File: src/hw/rtl/nvq_pkg.sv
package nvq_pkg;

  // Width of the fixed-point sums. Every sum stays within 27 signed bits.
  localparam int SUM_W = 28;
  localparam int SHIFT = 16;
  localparam int COEF_W = 19;
  localparam int DIFF_W = 9;
  localparam int Q_W = SUM_W - SHIFT;

  localparam logic signed [COEF_W-1:0] COEF_RV = 19'sd104597;
  localparam logic signed [COEF_W-1:0] COEF_BU = 19'sd132201;
  localparam logic signed [COEF_W-1:0] COEF_GU = 19'sd25675;
  localparam logic signed [COEF_W-1:0] COEF_GV = 19'sd53279;
  localparam logic signed [COEF_W-1:0] COEF_Y  = 19'sd76309;
  localparam logic [DIFF_W-1:0] CHROMA_MID = 9'd128;
  localparam logic [DIFF_W-1:0] LUMA_BLACK = 9'd16;

  localparam logic ORDER_NV12 = 1'b0;
  localparam logic ORDER_NV21 = 1'b1;

  typedef struct packed {
    logic [7:0] luma_top_left;
    logic [7:0] luma_top_right;
    logic [7:0] luma_bottom_left;
    logic [7:0] luma_bottom_right;
    logic [7:0] chroma_first;
    logic [7:0] chroma_second;
  } quad_in_t;

  typedef struct packed {
    logic [7:0] red_top_left;
    logic [7:0] green_top_left;
    logic [7:0] blue_top_left;
    logic [7:0] red_top_right;
    logic [7:0] green_top_right;
    logic [7:0] blue_top_right;
    logic [7:0] red_bottom_left;
    logic [7:0] green_bottom_left;
    logic [7:0] blue_bottom_left;
    logic [7:0] red_bottom_right;
    logic [7:0] green_bottom_right;
    logic [7:0] blue_bottom_right;
  } quad_out_t;

  typedef struct packed {
    logic s1_en;
    logic s2_en;
  } stage_en_t;

  typedef struct packed {
    logic signed [SUM_W-1:0] cr;
    logic signed [SUM_W-1:0] cg;
    logic signed [SUM_W-1:0] cb;
  } chroma_terms_t;

  typedef struct packed {
    logic [7:0] red;
    logic [7:0] green;
    logic [7:0] blue;
  } rgb_t;

endpackage

File: src/hw/rtl/nvq_chroma.sv
module nvq_chroma (
  input  logic                   clk,
  input  nvq_pkg::stage_en_t     en,
  input  logic                   chroma_order,
  input  logic [7:0]             chroma_first,
  input  logic [7:0]             chroma_second,
  output nvq_pkg::chroma_terms_t terms
);
  import nvq_pkg::*;

  logic [7:0]               u_raw, v_raw;
  logic signed [DIFF_W-1:0] u_d, v_d;
  logic signed [SUM_W-1:0]  u_x, v_x;
  logic signed [SUM_W-1:0]  cr_nxt, cg_nxt, cb_nxt;
  logic signed [SUM_W-1:0]  cr_r, cg_r, cb_r;

  always_comb begin
    if (chroma_order == ORDER_NV21) begin
      v_raw = chroma_first;
      u_raw = chroma_second;
    end else begin
      u_raw = chroma_first;
      v_raw = chroma_second;
    end
    u_d = $signed({1'b0, u_raw} - CHROMA_MID);
    v_d = $signed({1'b0, v_raw} - CHROMA_MID);
    u_x = SUM_W'(u_d);
    v_x = SUM_W'(v_d);
    cr_nxt = SUM_W'(v_x * SUM_W'(COEF_RV));
    cg_nxt = SUM_W'(u_x * SUM_W'(COEF_GU)) + SUM_W'(v_x * SUM_W'(COEF_GV));
    cb_nxt = SUM_W'(u_x * SUM_W'(COEF_BU));
  end

  always_ff @(posedge clk) begin
    if (en.s1_en) begin
      cr_r <= cr_nxt;
      cg_r <= cg_nxt;
      cb_r <= cb_nxt;
    end
  end

  assign terms = '{cr: cr_r, cg: cg_r, cb: cb_r};

endmodule

File: src/hw/rtl/nvq_lane.sv
module nvq_lane (
  input  logic                   clk,
  input  nvq_pkg::stage_en_t     en,
  input  logic [7:0]             luma,
  input  nvq_pkg::chroma_terms_t terms,
  output nvq_pkg::rgb_t          rgb
);
  import nvq_pkg::*;

  logic signed [DIFF_W-1:0] y_d;
  logic signed [SUM_W-1:0]  y_nxt, y_r;
  logic signed [SUM_W-1:0]  sum_r, sum_g, sum_b;
  rgb_t                     rgb_nxt, rgb_r;

  // Floor of sum / 65536, saturated to a byte.
  function automatic logic [7:0] to_byte(input logic signed [SUM_W-1:0] sum);
    logic [Q_W-1:0] q;
    q = sum[SUM_W-1:SHIFT];
    if (q[Q_W-1]) begin
      to_byte = 8'd0;
    end else if (|q[Q_W-2:8]) begin
      to_byte = 8'd255;
    end else begin
      to_byte = q[7:0];
    end
  endfunction

  assign y_d   = $signed({1'b0, luma} - LUMA_BLACK);
  assign y_nxt = SUM_W'(SUM_W'(y_d) * SUM_W'(COEF_Y));

  always_ff @(posedge clk) begin
    if (en.s1_en) begin
      y_r <= y_nxt;
    end
  end

  always_comb begin
    sum_r = y_r + terms.cr;
    sum_g = y_r - terms.cg;
    sum_b = y_r + terms.cb;
    rgb_nxt.red   = to_byte(sum_r);
    rgb_nxt.green = to_byte(sum_g);
    rgb_nxt.blue  = to_byte(sum_b);
  end

  always_ff @(posedge clk) begin
    if (en.s2_en) begin
      rgb_r <= rgb_nxt;
    end
  end

  assign rgb = rgb_r;

endmodule

File: src/hw/rtl/nv12_nv21_to_rgb_quad.sv
// Converts one 2x2 quad of an NV12 or NV21 frame into four RGB pixels with
// BT.601 limited-range fixed-point coefficients.
// Input channel: in_valid / in_ready with in_data carrying the four luma
// samples and the two interleaved chroma bytes of the quad.
// Output channel: out_valid / out_ready with out_data carrying the clamped
// red, green and blue bytes of all four pixels.
// cfg_write_en and cfg_write_data set the chroma order (0 is NV12, U first;
// 1 is NV21, V first). Write it only while no request is in flight.
// Requests pass through two register stages, multiply and sum/clamp, before
// they show on out_data. Throughput is one quad per cycle while the receiver
// takes results; the chroma terms are shared by four pixel lanes, and the rate
// is set by the two-stage multiply and sum/clamp pipeline, each stage holding one quad.
// Reset clears both stage valid flags and sets NV12 order. When the receiver
// stalls, the output stage holds its result and the first stage still takes
// one more request, so in_ready falls only when both stages are full.
module nv12_nv21_to_rgb_quad (
  input  logic               clk,
  input  logic               rst_n,
  input  logic               in_valid,
  output logic               in_ready,
  input  nvq_pkg::quad_in_t  in_data,
  output logic               out_valid,
  input  logic               out_ready,
  output nvq_pkg::quad_out_t out_data,
  input  logic               cfg_write_en,
  input  logic               cfg_write_data
);
  import nvq_pkg::*;

  logic          order_r, order_nxt;
  logic          v1_r, v1_nxt, v2_r, v2_nxt;
  logic          adv;
  stage_en_t     en;
  chroma_terms_t terms;
  rgb_t          tl, tr, bl, br;

  assign adv      = !v2_r || out_ready;
  assign in_ready = !v1_r || adv;
  assign en.s1_en = in_valid && in_ready;
  assign en.s2_en = v1_r && adv;

  always_comb begin
    order_nxt = cfg_write_en ? cfg_write_data : order_r;
    v1_nxt    = in_ready ? in_valid : v1_r;
    v2_nxt    = adv ? v1_r : v2_r;
  end

  always_ff @(posedge clk) begin
    if (!rst_n) begin
      order_r <= ORDER_NV12;
      v1_r    <= 1'b0;
      v2_r    <= 1'b0;
    end else begin
      order_r <= order_nxt;
      v1_r    <= v1_nxt;
      v2_r    <= v2_nxt;
    end
  end

  nvq_chroma u_chroma (
    .clk           (clk),
    .en            (en),
    .chroma_order  (order_r),
    .chroma_first  (in_data.chroma_first),
    .chroma_second (in_data.chroma_second),
    .terms         (terms)
  );

  nvq_lane u_lane_tl (.clk(clk), .en(en), .luma(in_data.luma_top_left),
                      .terms(terms), .rgb(tl));
  nvq_lane u_lane_tr (.clk(clk), .en(en), .luma(in_data.luma_top_right),
                      .terms(terms), .rgb(tr));
  nvq_lane u_lane_bl (.clk(clk), .en(en), .luma(in_data.luma_bottom_left),
                      .terms(terms), .rgb(bl));
  nvq_lane u_lane_br (.clk(clk), .en(en), .luma(in_data.luma_bottom_right),
                      .terms(terms), .rgb(br));

  // The lane outputs are the output register; gather them into the quad.
  always_comb begin
    out_data.red_top_left       = tl.red;
    out_data.green_top_left     = tl.green;
    out_data.blue_top_left      = tl.blue;
    out_data.red_top_right      = tr.red;
    out_data.green_top_right    = tr.green;
    out_data.blue_top_right     = tr.blue;
    out_data.red_bottom_left    = bl.red;
    out_data.green_bottom_left  = bl.green;
    out_data.blue_bottom_left   = bl.blue;
    out_data.red_bottom_right   = br.red;
    out_data.green_bottom_right = br.green;
    out_data.blue_bottom_right  = br.blue;
  end

  assign out_valid = v2_r;

  a_ready_only_when_full: assert property (@(posedge clk) disable iff (!rst_n)
    !in_ready |-> (v1_r && v2_r && !out_ready))
    else $error("in_ready low while the pipeline has room");

  a_accept_fills_s1: assert property (@(posedge clk) disable iff (!rst_n)
    (in_valid && in_ready) |=> v1_r)
    else $error("accepted request did not reach the first stage");

  a_s1_moves_to_out: assert property (@(posedge clk) disable iff (!rst_n)
    (v1_r && adv) |=> out_valid)
    else $error("first stage result was lost on its way to the output");

  a_reset_empties: assert property (@(posedge clk)
    !rst_n |=> (!v1_r && !v2_r))
    else $error("pipeline not empty after reset");

endmodule

File: config.mk
export PLATFORM = sky130hd
export DESIGN_NAME = nv12_nv21_to_rgb_quad
export DESIGN_NICKNAME = d
export VERILOG_FILES = /design/src/hw/rtl/nvq_pkg.sv /design/src/hw/rtl/nvq_chroma.sv /design/src/hw/rtl/nvq_lane.sv /design/src/hw/rtl/nv12_nv21_to_rgb_quad.sv
export SDC_FILE = /design/constraint.sdc
export NUM_CORES = 2
export LEC_CHECK = 0
export ABC_AREA = 1
export ABC_CLOCK_PERIOD_IN_PS = 12590
export BUFFER_PORTS_ARGS = -buffer_cell sky130_fd_sc_hd__buf_4
export CELL_PAD_IN_SITES_DETAIL_PLACEMENT = 1
export CELL_PAD_IN_SITES_GLOBAL_PLACEMENT = 2
export CORE_UTILIZATION = 40
export DETAILED_ROUTE_END_ITERATION = 12
export PLACE_DENSITY = 0.89
export SYNTH_ARGS = -nofsm -noshare
export SYNTH_HDL_FRONTEND = slang
export SYNTH_SLANG_ARGS = --single-unit
File: constraint.sdc
create_clock -name clk -period 12.59 [get_ports clk]
set_input_delay 2.518 -clock clk [delete_from_list [all_inputs] [get_ports clk]]
set_output_delay 2.518 -clock clk [all_outputs]
set_load 0.1 [all_outputs]
==> flow_summary.toml <==
[synthesis]
synthesis.nets = 8560
yosysTopAreaCell = "ha_1"
avgSynthCellArea_um2 = 6.79
synth-async-reset-ratio_pct = 0
synthFlopType = "edfxtp_1"
syn_inst = 7392
yosysTopAreaCellShare_pct = 23.5
synth_warnings = 0
yosys-top-cells-area = "ha_1 24%, edfxtp_1 17%, nand2_1 17%"
synth.most_common_cell = "nand2_1"
ys_ff_latch = 290
synth_edf_count = 287
ys_types = 51
yosys-top-cells-count = "2258 x nand2_1, 1467 x inv_1, 943 x ha_1, 605 x nor2_1, 396 x a21oi_1"
synthesis.area_um2 = 50200
yosysSeqAreaShare_pct = 17.3

[placement]
port_buffers = 151
dpl_cell_area_um2 = 53400
gp_congestion = 0.967
dpl.hpwl_um = 168000

[layout]
syn2layout_area_growth_pct = 9.17
post-route-util_pct = 44.1
design_area_um2 = 54800
layout-drive-gt1-share_pct = 3.57
fin_nets = 8758
fill_cells = 16257

[drt]
wl_per_cell_um = 21.4
ant_nets = 0
drt_iter0_markers = 3193
drc = 14
dr.pass1.iters = 11
vias = 49282
vias_per_cell = 5.32
wirelength_um = 198000

[worst_setup_path]
critPathArrivalTime_ns = 9.34
worstPathRequired_ns = 12.96
max_stage_delay_ns = 0.77
reg2reg_to = "u_chroma.cg_r[22]"
worstSetupPathType = "input port to register"
cp_num_cells = 31
path_buf_inv = 8
reg2reg_slack_ns = 4.78
crit_fanout = 16
cp_top_family = "adder cells"
crit_path_start = "in_data[15]"
r2r_cells = 30
cp_slowest_cell = "clkinv_1"
r2r-start = "order_r"
worst_setup_path_start_kind = "input port"
endpoint_kind = "register"
crit_end = "u_chroma.cg_r[22]"

[cts]
clk_pin_slew_worst_paths_ns = 0.06
cts_tree = "yes"
cts_buffers = 41
root_buffer = "clkbuf_16"
cts.sinks = 290
cts_setup_buffers = 0
worst_skew_pair.late_latency_ns = 0.63
clockBufferDepth = 3
htree_levels = 2
cts_hold_buf = 0
post_cts_resized = 0

[timing]
tightest_slew_ns = 1.12
final-max-slew-violation-count = 0
fin_tns_setup_ns = 0
setup_violations = 0
hold_viol_final = 0
fmax_mhz = 112
period_share_pct = 71.2
fin_crit_ns = 8.96
slew_headroom_pct = 25.4
rsz0062_at_grt = "no"
finClkSkew_ns = 0.0301

[global_routing]
grt_use_total_pct = 31.1
grt_start_max_net_pins = 111
antenna_found_initial = 15
grt_pass1_wl_um = 299000
grt_pass1_vias = 50450
overflow = 0

[floorplanning]
initial_utilization_pct = 40.4
io_pins = 152
die_w_um = 356
die_y_um = 356
num_rows = 129
fp.coreArea_um2 = 124000
die-area_um2 = 127000

[worst_hold_path]
hp-class = "register to register"

[run_status]
status = "finished with violations"
violations = "DRC"

[job]
cap_violations = 0
[worst min path at each step]
stage | start | endpoint | slack (ns) | cells past startpoint
after floorplan | v1_r | out_valid | 0.45 | 2
after global placement | v1_r | out_valid | 0.51 | 2
after detailed placement | v1_r | v1_r | 0.54 | 2
after CTS | v1_r | out_valid | 0.55 | 2
after global routing | v1_r | out_valid | 0.58 | 2
final | v1_r | out_valid | 0.55 | 2
[per-layer routing]
metal	vias up	share of wire, %	GRT usage [%]
li1	24188	-	-
met3	296	6.4	4.69
met2	1174	44	49.9
met5	-	0.035	0
met1	23614	46	42.2
met4	10	4.0	11.4
[cell type report]
cell class | instances | area, um^2 | area share, %
Tap cell | 1637 | 2050 | 3.74
Inverter | 1468 | 5520 | 10.1
Multi-Input combinational cell | 5630 | 36000 | 65.7
Antenna cell | 2 | 5.00 | 0.00914
Clock inverter | 23 | 275 | 0.503
Clock buffer | 50 | 1080 | 1.97
Timing Repair Buffer | 159 | 1190 | 2.18
Sequential cell | 290 | 8680 | 15.8
[state kept, by name, summed over array words and instances, names as in the netlist, 27 cells and up]
| signal | count |
|---|---|
| u_lane_tr.y_r | 27 |
| u_chroma.cg_r | 28 |
| u_lane_bl.y_r | 27 |
| u_chroma.cr_r | 27 |
| u_chroma.cb_r | 28 |
| u_lane_tl.y_r | 27 |
| u_lane_br.y_r | 27 |
[logic make-up (layout without fill, tap and decap cells)]
| logic type | after synthesis | after routing | synth area share (%) |
|---|---|---|---|
| xor+xnor | 196 | 196 | 3.61 |
| buf+inv | 1472 | 1700 | 11.0 |
| simple gates | 3565 | 3565 | 29.4 |
| compound gates | 755 | 755 | 8.34 |
| other cells | 0 | 2 | 0 |
| flops | 290 | 290 | 17.3 |
| fa+ha+maj | 1114 | 1114 | 30.3 |
[placed cells by master (no fill, tap or decap), drive strengths merged, types with 4 or more instances in the layout]
| master | count |
|---|---|
| fa | 171 |
| nor4 | 20 |
| clkinvlp | 7 |
| a21boi | 6 |
| o21bai | 49 |
| nand4 | 162 |
| a21oi | 396 |
| a21o | 32 |
| o21a | 15 |
| inv | 1470 |
| nor3b | 10 |
| nand2 | 2276 |
| nor3 | 75 |
| nand3 | 343 |
| bufinv | 4 |
| o21ai | 206 |
| clkinv | 10 |
| xnor2 | 65 |
| or2 | 9 |
| o31ai | 5 |
| edfxtp | 287 |
| a211oi | 6 |
| clkbuf | 50 |
| a31oi | 16 |
| nor2 | 614 |
| xor2 | 131 |
| and2 | 18 |
| ha | 943 |
| buf | 159 |
| nand3b | 35 |
| a221oi | 6 |
| o211ai | 10 |
[worst min-delay path: stages, from the launching register on]
cell     delay (ns)
dfxtp_1        0.31
inv_1          0.11
a21oi_1        0.08
[metrics by stage]
| step | hold slack [ns] | cells | setup WS [ns] |
|---|---|---|---|
| 5_1_grt | 0.581 | 9257 | 3.17 |
| 3_3_place_gp | 0.515 | 9184 | 3.34 |
| 3_5_place_dp | 0.540 | 9184 | 3.08 |
| 6_report | 0.546 | 9259 | 3.63 |
| 2_1_floorplan | 0.449 | 7392 | 4.30 |
| 4_1_cts | 0.548 | 9257 | 3.70 |
Power is left out: the tool's default activity adds up to more than one toggle a clock period on the data nets, which glitch-free logic cannot reach.
